$ cat config.mk
export PLATFORM = sky130hd
export DESIGN_NAME = qlss_mul
export DESIGN_NICKNAME = d
export VERILOG_FILES = /design/src/design/qlss_pkg.sv /design/src/design/qlss_mul.sv
export SDC_FILE = /design/constraint.sdc
export NUM_CORES = 2
export LEC_CHECK = 0
export BUFFER_PORTS_ARGS = -buffer_cell sky130_fd_sc_hd__buf_2
export CAP_MARGIN = 15
export CORE_ASPECT_RATIO = 0.7
export CORE_MARGIN = 3
export CORE_UTILIZATION = 38
export DETAILED_ROUTE_END_ITERATION = 10
export SLEW_MARGIN = 20
export SYNTH_ARGS = -nofsm -noshare
export SYNTH_HDL_FRONTEND = slang
export SYNTH_SLANG_ARGS = --single-unit
$ cat constraint.sdc
create_clock -name clk -period 8.3 [get_ports clk]
set_input_delay 1.66 -clock clk [delete_from_list [all_inputs] [get_ports clk]]
set_output_delay 1.66 -clock clk [all_outputs]
set_load 0.01 [all_outputs]
$ cat src/design/qlss_pkg.sv
// ----------------------------------------------------------------------------
// qlss_pkg
// Shared types, constants and helper functions of the quad line set selector.
// ----------------------------------------------------------------------------
package qlss_pkg;

    // fixed field widths
    localparam int COORD_W   = 16;   // line endpoint coordinate
    localparam int DIM_W     = 12;   // image width / height register
    localparam int IDX_OUT_W = 16;   // reported set index
    localparam int SCORE_W   = 32;   // reported score
    localparam int NUM_LINES = 4;    // lines per set
    localparam int NUM_PAIRS = 6;    // line pairs (and corner pairs) per set

    // intermediate widths of the intersection math
    localparam int DL_W = COORD_W + 1;        // line direction component
    localparam int CL_W = 2 * COORD_W + 1;    // line cross term
    localparam int D_W  = 2 * DL_W;           // determinant, signed
    localparam int NX_W = CL_W + DL_W - 1;    // intersection numerator, signed
    localparam int MA_W = D_W;                // multiplier operand A

    // parameter defaults
    localparam int DEF_SET_INDEX_BITS = 16;
    localparam int DEF_FRACTION_BITS  = 8;

    // register map
    localparam logic REG_WIDTH  = 1'b0;
    localparam logic REG_HEIGHT = 1'b1;
    localparam logic [DIM_W-1:0] WIDTH_RESET  = 12'd720;
    localparam logic [DIM_W-1:0] HEIGHT_RESET = 12'd160;

    // shared unit operation
    typedef enum logic {
        OP_DIV  = 1'b0,
        OP_SQRT = 1'b1
    } unit_op_t;

    typedef struct packed {
        logic     start;
        unit_op_t op;
    } unit_ctl_t;

    typedef struct packed {
        logic busy;
        logic done;
    } unit_sts_t;

    // pair p -> first member
    function automatic logic [1:0] pair_first(input logic [2:0] p);
        logic [1:0] r;
        case (p)
            3'd0, 3'd1, 3'd2: r = 2'd0;
            3'd3, 3'd4:       r = 2'd1;
            default:          r = 2'd2;
        endcase
        return r;
    endfunction

    // pair p -> second member
    function automatic logic [1:0] pair_second(input logic [2:0] p);
        logic [1:0] r;
        case (p)
            3'd0:       r = 2'd1;
            3'd1, 3'd3: r = 2'd2;
            default:    r = 2'd3;
        endcase
        return r;
    endfunction

endpackage

$ cat src/design/qlss_mul.sv
// ----------------------------------------------------------------------------
// qlss_mul
// Signed multiplier with a registered product.
// ----------------------------------------------------------------------------
module qlss_mul
    import qlss_pkg::*;
#(
    parameter int AW = MA_W,
    parameter int BW = 22
)
(
    input  logic                    clk,
    input  logic signed [AW-1:0]    a,
    input  logic signed [BW-1:0]    b,
    output logic signed [AW+BW-1:0] p
);

    logic signed [AW+BW-1:0] p_reg;

    // one product per cycle
    always_ff @(posedge clk)
    begin
        p_reg <= a * b;
    end

    assign p = p_reg;

endmodule

# After elaboration in Yosys (flattened, before gate mapping)
# Index checks and enable logic that the tools add are counted.
dict set report totals {
  ff_bits 56
  inputBits 57
  out_inout_bits 56
  wordCells 2
}
dict set report op_classes {
  n_mul 1
}
# op n
set op_table {}
lappend op_table {{34-bit by 22-bit multiplier with 56-bit output} 1}

# Longest topological paths before layout
dict set report depth {
  word_depth 1
  ltp_mapped 27
  ltp_nobuf 25
}

# Least setup slack after synthesis
# Ideal clock, no wire load.
dict set report synth_path {
  path_type {input to register}
  start {input port b[4]}
  end {register p_reg[54] (netlist: p[54])}
  setup_ps 72
  arrival_time_ps 8183
  required_time_ps 8228
  setup_slack_ps 45
  stages 25
  cell_sequence {clkbuf_1 > and2_1 > fa_1 > inv_1 > fa_1 > inv_1 > fa_1 > inv_1 > fa_1 > inv_1 > fa_1 > fa_1 > inv_1 > fa_1 > inv_1 > ha_1 > buf_2 > and4_1 > and3_1 > a221o_1 > a21o_1 > a2111oi_4 > nor2_2 > a311oi_2 > xnor2_1}
}
dict set report synth_via {
  elab_chain_len 1
}
# element line_no
set synth_rtl {}
lappend synth_rtl {{start, declared} qlss_mul.sv:14} ;# input logic signed [BW-1:0] b,
lappend synth_rtl {{34-bit by 22-bit multiplier with 56-bit output} qlss_mul.sv:23} ;# p_reg <= a * b;
lappend synth_rtl {{end signal, assigned} qlss_mul.sv:23}
lappend synth_rtl {{end, declared} qlss_mul.sv:18} ;# logic signed [AW+BW-1:0] p_reg;
# Every way passes these cells.

# Worst setup path in the final report
dict set report layout_path {
  start {input port b[18]}
  end {register p_reg[53] (netlist: p[53])}
}
# Same word-level chain as after synthesis.

==> results.cfg <==
[worst_setup_path]
arrival_ns = 8.24
slowest_delay_ns = 0.57
crit_fanout = 20
worstSetupStartpointType = input pin
cpMaxStageDelayCell = fa_1
path_class = in2reg
required_ns = 8.49
path_cells = buf_2, buf_4, nand2_1, fa_1, inv_1, fa_1, fa_1, fa_1, fa_1, fa_1, inv_1, fa_1, inv_1, ha_1, and4_1, nor2b_1, inv_1, o22ai_1, a2111oi_4, o22ai_4, a2111oi_2, nor3_1, xor2_1
cp_num_buf_inv = 6
worst_path_most_repeated_cell = fa_1
endpoint_kind = register
cpLargestDelayFamily = adder cells

[layout]
layout-drive-gt1-share_pct = 11.7
largest_reg_flops = 56
final_cell_mix = inv_1, fa_1, nand2_1, and2_1, buf_4
nNetsFinal = 4070
area_growth_pct = 11.9
fin_area_sq_um = 30400
mostFrequentLayoutCell = inv_1

[clocking]
holdBufCountCts = 0
cts_tree = built
clockRootBuffer = clkbuf_16
numCtsBuffers = 5
clock_path_buffers = 2
htree_levels = 2
path_clk_slew_ns = 0.09
numClockSinks = 56

[global_routing]
grt_pass1_wl_microns = 118000
gr-total-overflow = 0
grt_antenna_before_repair = 3
grt_max_degree = 35
grt_pass1_vias = 20600
track_usage_pct = 20.2

[yosys]
syn_inst = 2933
ys_seq_elements = 56
syn_area_per_cell_sq_um = 9.26
synth.distinct_cells = 64
ys.flop_type = dfxtp_1
synth_edf_count = 0
synth_area_sq_um = 27100
yosysSeqAreaShare_pct = 4.13
synth_nets = 3890
synth_warnings = 0
synthArstFlopShare_pct = 0

[placed_design]
dpl_cell_area_sq_um = 30200
hpwl_microns = 65800
portBuffers = 112
routabilityCongestion = 0.888

[sta]
period_needed_ns = 8.05
hold_viol = 0
setup_tns_ns = 0
slew_viol_final = 0
worst_pin_slew_ns = 0.804
setup_viol = 0
fmax_ghz = 0.124
slew_headroom_pct = 46.2
fin_crit_sh_pct = 96.9

[routing]
totalWireLength_microns = 73300
via_count = 19300
post_drt_wl_per_cell_microns = 18.0
drc = 0
drt_iter0_markers = 1243
firstDrtPassIters = 5
ant_nets = 0
via_per_inst = 4.74

[floorplan]
dieArea_sq_um = 74700
pin_count = 113
initial_core_util_pct = 38.6
dieWidth_microns = 325
core.rowCount = 81
die_h_microns = 230
coreArea_sq_um = 70300

[run]
maxCapViolCount = 0

[status]
outcome = finished clean

[worst_hold_path]
hp-class = in2reg
-- worst min-delay path, cell delays in order --
cell	delay [ns]
buf_2	0.19
buf_4	0.24
and2_1	0.15
-- kinds of logic (layout without fill, tap and decap cells) --
logic type      after synthesis  count (layout)  synth area share, %
simple gates                845             845                 15.0
fa+ha+maj                   900             900                 62.0
buf+inv                     904            1085                 12.6
flops                        56              56                 4.13
other cells                   0               6                    0
compound gates              166             166                 4.39
xor+xnor                     62              62                 2.00
-- area by class of cell --
class / count / area (sq um)
Fill cell: 6981 / 40000
Multi-Input combinational cell: 1973 / 22600
Inverter: 751 / 2820
Timing Repair Buffer: 326 / 2440
Tap cell: 954 / 1190
Sequential cell: 56 / 1120
Clock buffer: 6 / 139
Clock inverter: 2 / 17.5
Antenna cell: 6 / 15.0
-- metal layers --
layer / vias to the layer above / routed length, microns / track usage [%] / share of wire, %
li1: 8728 / - / - / -
met4: 0 / 471 / 1.96 / 0.64
met2: 673 / 29700 / 28.5 / 41
met1: 9863 / 35200 / 31.1 / 48
met3: 43 / 7910 / 6.59 / 11
met5: - / 0 / 0 / 0
-- worst paths after layout --
kind,start,end,depth (start not counted)
setup / recovery,b[18],p[53],23
hold / removal,a[0],p[0],3
-- what timing repair did --
| action | in CTS | in global routing |
|---|---|---|
| setup buffers | 0 | 0 |
| resized for setup | 0 | 9 |
| hold endpoints to repair | 0 | 0 |
| endpoints found under the setup margin | 0 | 10 |
-- synth_stat cells (10+ instances only) --
| master | count | share of area (%) |
|---|---|---|
| xor2_1 | 22 | 0.71 |
| nand3_1 | 10 | 0.18 |
| o21ai_0 | 16 | 0.29 |
| nor2_1 | 44 | 0.61 |
| clkbuf_1 | 141 | 1.9 |
| xnor2_1 | 40 | 1.3 |
| ha_1 | 159 | 7.3 |
| inv_1 | 750 | 10 |
| a21o_1 | 36 | 1.0 |
| nand2_1 | 450 | 6.2 |
| a21oi_1 | 48 | 0.88 |
| dfxtp_1 | 56 | 4.1 |
| fa_1 | 741 | 55 |
| and2_1 | 296 | 6.8 |
| nand4_1 | 13 | 0.30 |
-- metrics by stage --
stage	instances	hold slack [ns]	utilization, %	worst slack [ns]
floorplan	2933	1.79	-	0.0450
global placement	4060	2.05	42.9	-0.132
detailed placement	4060	2.05	42.9	-0.165
CTS	4068	1.93	43.1	0.165
global route	4069	1.95	43.2	-0.0152
finish	4074	1.95	43.2	0.254
Power is not shown: default switching activity piles up to over one toggle a cycle in this logic, so the estimate is an artifact.
