File: src/design/qlss_pkg.sv
// ----------------------------------------------------------------------------
// qlss_pkg
// Shared types, constants and helper functions of the quad line set selector.
// ----------------------------------------------------------------------------
package qlss_pkg;

    // fixed field widths
    localparam int COORD_W   = 16;   // line endpoint coordinate
    localparam int DIM_W     = 12;   // image width / height register
    localparam int IDX_OUT_W = 16;   // reported set index
    localparam int SCORE_W   = 32;   // reported score
    localparam int NUM_LINES = 4;    // lines per set
    localparam int NUM_PAIRS = 6;    // line pairs (and corner pairs) per set

    // intermediate widths of the intersection math
    localparam int DL_W = COORD_W + 1;        // line direction component
    localparam int CL_W = 2 * COORD_W + 1;    // line cross term
    localparam int D_W  = 2 * DL_W;           // determinant, signed
    localparam int NX_W = CL_W + DL_W - 1;    // intersection numerator, signed
    localparam int MA_W = D_W;                // multiplier operand A

    // parameter defaults
    localparam int DEF_SET_INDEX_BITS = 16;
    localparam int DEF_FRACTION_BITS  = 8;

    // register map
    localparam logic REG_WIDTH  = 1'b0;
    localparam logic REG_HEIGHT = 1'b1;
    localparam logic [DIM_W-1:0] WIDTH_RESET  = 12'd720;
    localparam logic [DIM_W-1:0] HEIGHT_RESET = 12'd160;

    // shared unit operation
    typedef enum logic {
        OP_DIV  = 1'b0,
        OP_SQRT = 1'b1
    } unit_op_t;

    typedef struct packed {
        logic     start;
        unit_op_t op;
    } unit_ctl_t;

    typedef struct packed {
        logic busy;
        logic done;
    } unit_sts_t;

    // pair p -> first member
    function automatic logic [1:0] pair_first(input logic [2:0] p);
        logic [1:0] r;
        case (p)
            3'd0, 3'd1, 3'd2: r = 2'd0;
            3'd3, 3'd4:       r = 2'd1;
            default:          r = 2'd2;
        endcase
        return r;
    endfunction

    // pair p -> second member
    function automatic logic [1:0] pair_second(input logic [2:0] p);
        logic [1:0] r;
        case (p)
            3'd0:       r = 2'd1;
            3'd1, 3'd3: r = 2'd2;
            default:    r = 2'd3;
        endcase
        return r;
    endfunction

endpackage

File: src/design/qlss_iter_unit.sv
// ----------------------------------------------------------------------------
// qlss_iter_unit
// Shared restoring divide / square-root unit, one result bit per cycle.
// ----------------------------------------------------------------------------
module qlss_iter_unit
    import qlss_pkg::*;
#(
    parameter int UW       = 56,
    parameter int DIV_BITS = 20,
    parameter int SQ_BITS  = 21
)
(
    input  logic             clk,
    input  logic             rst_n,
    input  unit_ctl_t        ctl,
    input  logic [UW-1:0]    a,      // dividend or radicand
    input  logic [D_W-2:0]   b,      // divisor
    output unit_sts_t        sts,
    output logic [UW-1:0]    result
);

    localparam int CW = $clog2(SQ_BITS + 1);

    logic          busy_reg;
    logic          done_reg;
    logic [CW-1:0] cnt_reg;
    unit_op_t      op_reg;
    logic [UW-1:0] acc_reg;
    logic [UW-1:0] opd_reg;
    logic [UW-1:0] res_reg;

    logic [UW-1:0] sub_b;
    logic [UW-1:0] diff;
    logic          ge;

    // the single shared compare / subtract
    assign sub_b = (op_reg == OP_SQRT) ? (res_reg + opd_reg) : opd_reg;
    assign ge    = (acc_reg >= sub_b);
    assign diff  = acc_reg - sub_b;

    // control
    always_ff @(posedge clk or negedge rst_n)
    begin
        if (!rst_n)
        begin
            busy_reg <= 1'b0;
            done_reg <= 1'b0;
            cnt_reg  <= '0;
            op_reg   <= OP_DIV;
        end
        else
        begin
            done_reg <= 1'b0;
            if (ctl.start && !busy_reg)
            begin
                busy_reg <= 1'b1;
                op_reg   <= ctl.op;
                cnt_reg  <= (ctl.op == OP_SQRT) ? CW'(SQ_BITS) : CW'(DIV_BITS);
            end
            else if (busy_reg)
            begin
                cnt_reg <= cnt_reg - 1'b1;
                if (cnt_reg == CW'(1))
                begin
                    busy_reg <= 1'b0;
                    done_reg <= 1'b1;
                end
            end
        end
    end

    // datapath
    always_ff @(posedge clk)
    begin
        if (ctl.start && !busy_reg)
        begin
            acc_reg <= a;
            res_reg <= '0;
            if (ctl.op == OP_SQRT)
                opd_reg <= UW'(1) << (2 * (SQ_BITS - 1));
            else
                opd_reg <= UW'(b) << (DIV_BITS - 1);
        end
        else if (busy_reg)
        begin
            if (ge)
                acc_reg <= diff;
            if (op_reg == OP_SQRT)
            begin
                res_reg <= ge ? ((res_reg >> 1) + opd_reg) : (res_reg >> 1);
                opd_reg <= opd_reg >> 2;
            end
            else
            begin
                res_reg <= {res_reg[UW-2:0], ge};
                opd_reg <= opd_reg >> 1;
            end
        end
    end

    assign sts.busy = busy_reg;
    assign sts.done = done_reg;
    assign result   = res_reg;

endmodule

File: config.mk
export PLATFORM = sky130hd
export DESIGN_NAME = qlss_iter_unit
export DESIGN_NICKNAME = d
export VERILOG_FILES = /design/src/design/qlss_pkg.sv /design/src/design/qlss_iter_unit.sv
export SDC_FILE = /design/constraint.sdc
export NUM_CORES = 1
export LEC_CHECK = 0
export BUFFER_PORTS_ARGS = -buffer_cell sky130_fd_sc_hd__buf_2
export CAP_MARGIN = 20
export CORE_UTILIZATION = 55
export CTS_CLUSTER_DIAMETER = 100
export DETAILED_ROUTE_END_ITERATION = 12
export MAX_ROUTING_LAYER = met4
export PLACE_DENSITY = 0.74
export SETUP_SLACK_MARGIN = 0.05
export SLEW_MARGIN = 40
export SYNTH_ARGS = -nofsm -noshare
export SYNTH_HDL_FRONTEND = slang
export SYNTH_SLANG_ARGS = --single-unit
export TNS_END_PERCENT = 50
File: constraint.sdc
create_clock -name clk -period 23.5 [get_ports clk]
set_input_delay 2.35 -clock clk [delete_from_list [all_inputs] [get_ports clk]]
set_output_delay 2.35 -clock clk [all_outputs]
set_load 0.02 [all_outputs]
Word-level counts from Yosys, hierarchy flattened
Cells that the tools add are included.
- register bits: 176
- input port bits: 93
- output and inout bits: 58
- word-level logic and storage cells: 37
- $add $sub $neg: 4
- $lt $le $gt $ge: 1
- eq/ne operators: 1
- mux-type cells: 19
- reductions and logical operators: 5
- operators with widths (operator ; count):
    two-way mux 56 bit ; 8
    adder 55 x 56 -> 56 bit ; 1
    adder 56 bit ; 1
    >= comparator 56 bit ; 1
    subtractor 56 bit ; 1
    two-way mux 55 bit ; 1
    two-way mux 52 bit ; 1
    two-way mux 5 bit ; 2
    two-way mux 1 bit ; 7
    equality test 5 x 1 -> 1 bit (second input constant) ; 1
    subtractor 5 x 1 -> 5 bit (second input constant) ; 1
    nonzero test 2 bit ; 2
    AND reduction 2 bit ; 1
    logical AND 1 bit ; 1
    zero test 1 bit ; 1

Longest topological paths before layout
- depth in word-level cells: 6
- mapped depth: 26
- gate-level depth less buffers: 23

Least setup slack after synthesis
No wires, ideal clock.
- path type: register to register
- start point: register res_reg[0] (netlist: result[0])
- end point: register acc_reg[0], enable pin
- setup time: 488 ps
- arrival time: 7607 ps
- data required time: 23012 ps
- path slack: 15405 ps
- stages on the path, launching flop included: 24
- path buffers: 3
- clock period less this slack: 8095 ps
- path through: dfxtp_1 > ha_1 > fa_1 > a211oi_1 > o21ai_0 > a21boi_1 > nor3_1 > o21ai_1 > a211oi_1 > or3_1 > a31oi_1 > xnor2_1 > a21oi_1 > ha_1 > buf_2 > and3_1 > and4_1 > and3_1 > nand4_1 > o21ai_0 > o21ai_4 > buf_6 > buf_6 > a21oi_1
- cells in the longest elaborated chain, start to end: 5
- RTL lines (what ; RTL line ; text):
    from (decl) ; qlss_iter_unit.sv:30 ; logic [UW-1:0] res_reg;
    from (signal assigned) ; qlss_iter_unit.sv:90 ; res_reg <= ge ? ((res_reg >> 1) + opd_reg) : (res_reg >> 1);
    from (signal assigned) ; qlss_iter_unit.sv:95 ; res_reg <= {res_reg[UW-2:0], ge};
    adder 56 bit ; qlss_iter_unit.sv:37 ; assign sub_b = (op_reg == OP_SQRT) ? (res_reg + opd_reg) : opd_reg;
    two-way mux 56 bit ; qlss_iter_unit.sv:37 ;
    >= comparator 56 bit ; qlss_iter_unit.sv:38 ; assign ge = (acc_reg >= sub_b);
    nonzero test 2 bit (no line) ; - ;
    AND reduction 2 bit (no line) ; - ;
    to (signal assigned) ; qlss_iter_unit.sv:87 ; acc_reg <= diff;
    to (decl) ; qlss_iter_unit.sv:28 ; logic [UW-1:0] acc_reg;
Every way passes these cells.
A chain may end at the register's enable or synchronous reset.

Final worst setup path
- start point: register opd_reg[0]
- end point: register acc_reg[6], enable pin
- cells in the longest elaborated chain, start to end: 5
- RTL lines (what ; RTL line ; text):
    from (decl) ; qlss_iter_unit.sv:29 ; logic [UW-1:0] opd_reg;
    from (signal assigned) ; qlss_iter_unit.sv:80 ; opd_reg <= UW'(1) << (2 * (SQ_BITS - 1));
    from (signal assigned) ; qlss_iter_unit.sv:82 ; opd_reg <= UW'(b) << (DIV_BITS - 1);
    from (signal assigned) ; qlss_iter_unit.sv:91 ; opd_reg <= opd_reg >> 2;
    adder 56 bit ; qlss_iter_unit.sv:37 ;
    two-way mux 56 bit * ; qlss_iter_unit.sv:37 ;
    >= comparator 56 bit * ; qlss_iter_unit.sv:38 ;
    nonzero test 2 bit (no line) * ; - ;
    AND reduction 2 bit (no line) * ; - ;
Every way passes the cells marked *; elsewhere a longest branch is shown, timed or not.

==> results.ini <==
[drt]
antenna_left=0
wl_mm=56.1
routedWlPerCell_um=20.2
routed_via_density=6.41
vias=17800
drc=0
dr.pass1.iters=8
first_iter_violations=1945

[clock_tree]
root_buffer=clkbuf_16
cts.path.max_buffers=2
post_cts.repair.setup_buffers=0
cts_buffers=17
cts_tree=yes
ctsHoldBuffers=0
clkLatencyLatePin_ps=470
htree_levels=4
cts.repair.resized=0
clock-sinks=172
clkTransAtPathRegs_ps=80

[sta]
period_needed_ps=7010
hold_violations=0
tns_ps=0
maxSlewHeadroom=0.420
rsz0062_at_grt=false
setup_viol=0
worstMarginPinSlew_ps=870
clock_skew_ps=13.5
fmax_mhz=143
min_period_over_period=0.298
maxSlewViolCount=0

[cells_and_area]
finalNonFillerCells=2774
fillers=2959
num_antenna_cells=0
areaGrowthSynthToFinish_pct=8.01
utilization=0.609
drive_gt1_frac=0.103
final_area_sq_um=19400
layout.nets=2584

[critical_path]
path_cells=ha_1 > fa_1 > a211oi_1 > o21ai_0 > a21boi_1 > nor3_1 > o21ai_1 > a211oi_1 > or3_1 > a31oi_1 > xnor2_1 > a21oi_1 > ha_1 > and3_1 > and4_1 > and3_1 > nand4_1 > o21ai_0 > o21ai_4 > buf_4 > a21oi_4 > buf_4
critPathKind=flop to flop
critPathMaxFanout=56
cp.required_ps=23590
arrival_ps=7100
crit_path_end_kind=flop
slowest_delay_ps=600
start_kind=flop
crit_slowest_cell=buf_4

[placed_design]
gp_congestion=1.04
placed_cell_area_sq_um=18800
dpl.hpwl_mm=42.2
numPortBuffers=150
dp.cells=2742

[global_routing]
antenna_found_initial=0
grt_pass1_wl_mm=87.1
grt_max_degree=104
overflow=0
first_global_vias=15700
track_usage=0.344

[floorplan]
ios=151
die_h_um=183
placementRows=65
die_w_um=183
die-area_sq_um=33300
coreArea_sq_um=31800
start_util=0.564

[yosys]
yosys.area.top_type=edfxtp_1
synth_top_area_share=0.181
synth_top_flop_cell=edfxtp_1
synth_cell_types=94
synth_edf_count=108
syn-cell-area_sq_um=17900
synth_most_common_cell=a21oi_1
syn-num-nets=2540
synth-async-reset-ratio=0.0465
netlist_instances=2282
yosysWarnings=0
ys_seq_area_frac=0.255
synth-seq-cells=172
ys_top_cells_by_area=edfxtp_1 18%, ha_1 11%, a21oi_1 8.3%
synthTopCellsByCount=298 x a21oi_1, 233 x nand2_1, 189 x o21ai_0, 178 x nor2_1, 162 x ha_1
synth.avg_cell_area_sq_um=7.86

[min_path]
hold_class=flop to flop

[run_status]
outcome=finished clean

[flow_run]
drv_cap=0

==> per-stage QoR <==
| stage | hold slack (ps) | worst slack, ps |
|---|---|---|
| 2_1_floorplan | 455 | 15400 |
| 6_report | 500 | 16490 |
| 3_3_place_gp | 491 | 16720 |
| 5_1_grt | 520 | 15960 |
| 4_1_cts | 512 | 16570 |
| 3_5_place_dp | 502 | 16610 |
==> final timing paths <==
path / from / to / slack, ps / depth (start not counted)
setup / recovery: opd_reg[0] / acc_reg[6] / 16490 / 22
hold / removal: cnt_reg[4] / done_reg / 500 / 1
setup reg to reg: opd_reg[0] / acc_reg[6] / 16490 / 22
hold reg to reg: cnt_reg[4] / done_reg / 500 / 1
max in group asynchronous: rst_n / op_reg / 21610 / 1
min in group asynchronous: rst_n / done_reg / 1710 / 1
==> cell usage in the layout, fill, tap and decap left out, types with 26 or more instances in the layout <==
cell type / instances
a31oi_1: 48
nand2_1: 232
a211oi_1: 30
ha_1: 162
nor2_1: 175
a21oi_1: 297
buf_2: 150
xnor2_1: 83
o21a_1: 26
nand3_1: 34
a21o_1: 107
inv_1: 63
o21ai_0: 189
xor2_1: 58
nand4_1: 40
nor2b_1: 64
dfxtp_1: 56
edfxtp_1: 108
nand3b_1: 33
==> per-layer routing <==
layer | vias up | part of all wire | global-route usage
met1 | 8367 | 0.49 | 0.527
met2 | 761 | 0.41 | 0.474
met5 | - | 0 | -
met4 | 0 | 0.020 | 0.0719
met3 | 76 | 0.082 | 0.0417
li1 | 8566 | - | -
==> layout make-up <==
| class | instances | area, sq um | share of cell area |
|---|---|---|---|
| Sequential cell | 172 | 4570 | 0.236 |
| Inverter | 65 | 244 | 0.0126 |
| Tap cell | 435 | 544 | 0.0281 |
| Timing Repair Buffer | 160 | 841 | 0.0434 |
| Clock inverter | 14 | 139 | 0.00717 |
| Clock buffer | 18 | 450 | 0.0233 |
| Multi-Input combinational cell | 1910 | 12600 | 0.650 |
==> kinds of logic after synthesis <==
| group | after synthesis | synth area share |
|---|---|---|
| flops | 172 | 0.255 |
| xor+xnor | 141 | 0.0689 |
| mux | 23 | 0.0133 |
| buf+inv | 200 | 0.0459 |
| compound gates | 899 | 0.320 |
| fa+ha+maj | 165 | 0.116 |
| simple gates | 682 | 0.181 |
==> worst max-delay path, delay by kind of cell, from the launching register on <==
family	cells	cell delay, ps
compound gates	10	2550
simple gates	6	1360
fa+ha+maj	3	1190
buf+inv	2	920
flops	1	420
xor+xnor	1	140
Power is not shown: default switching activity piles up to over one toggle a cycle in this logic, so the estimate is an artifact.
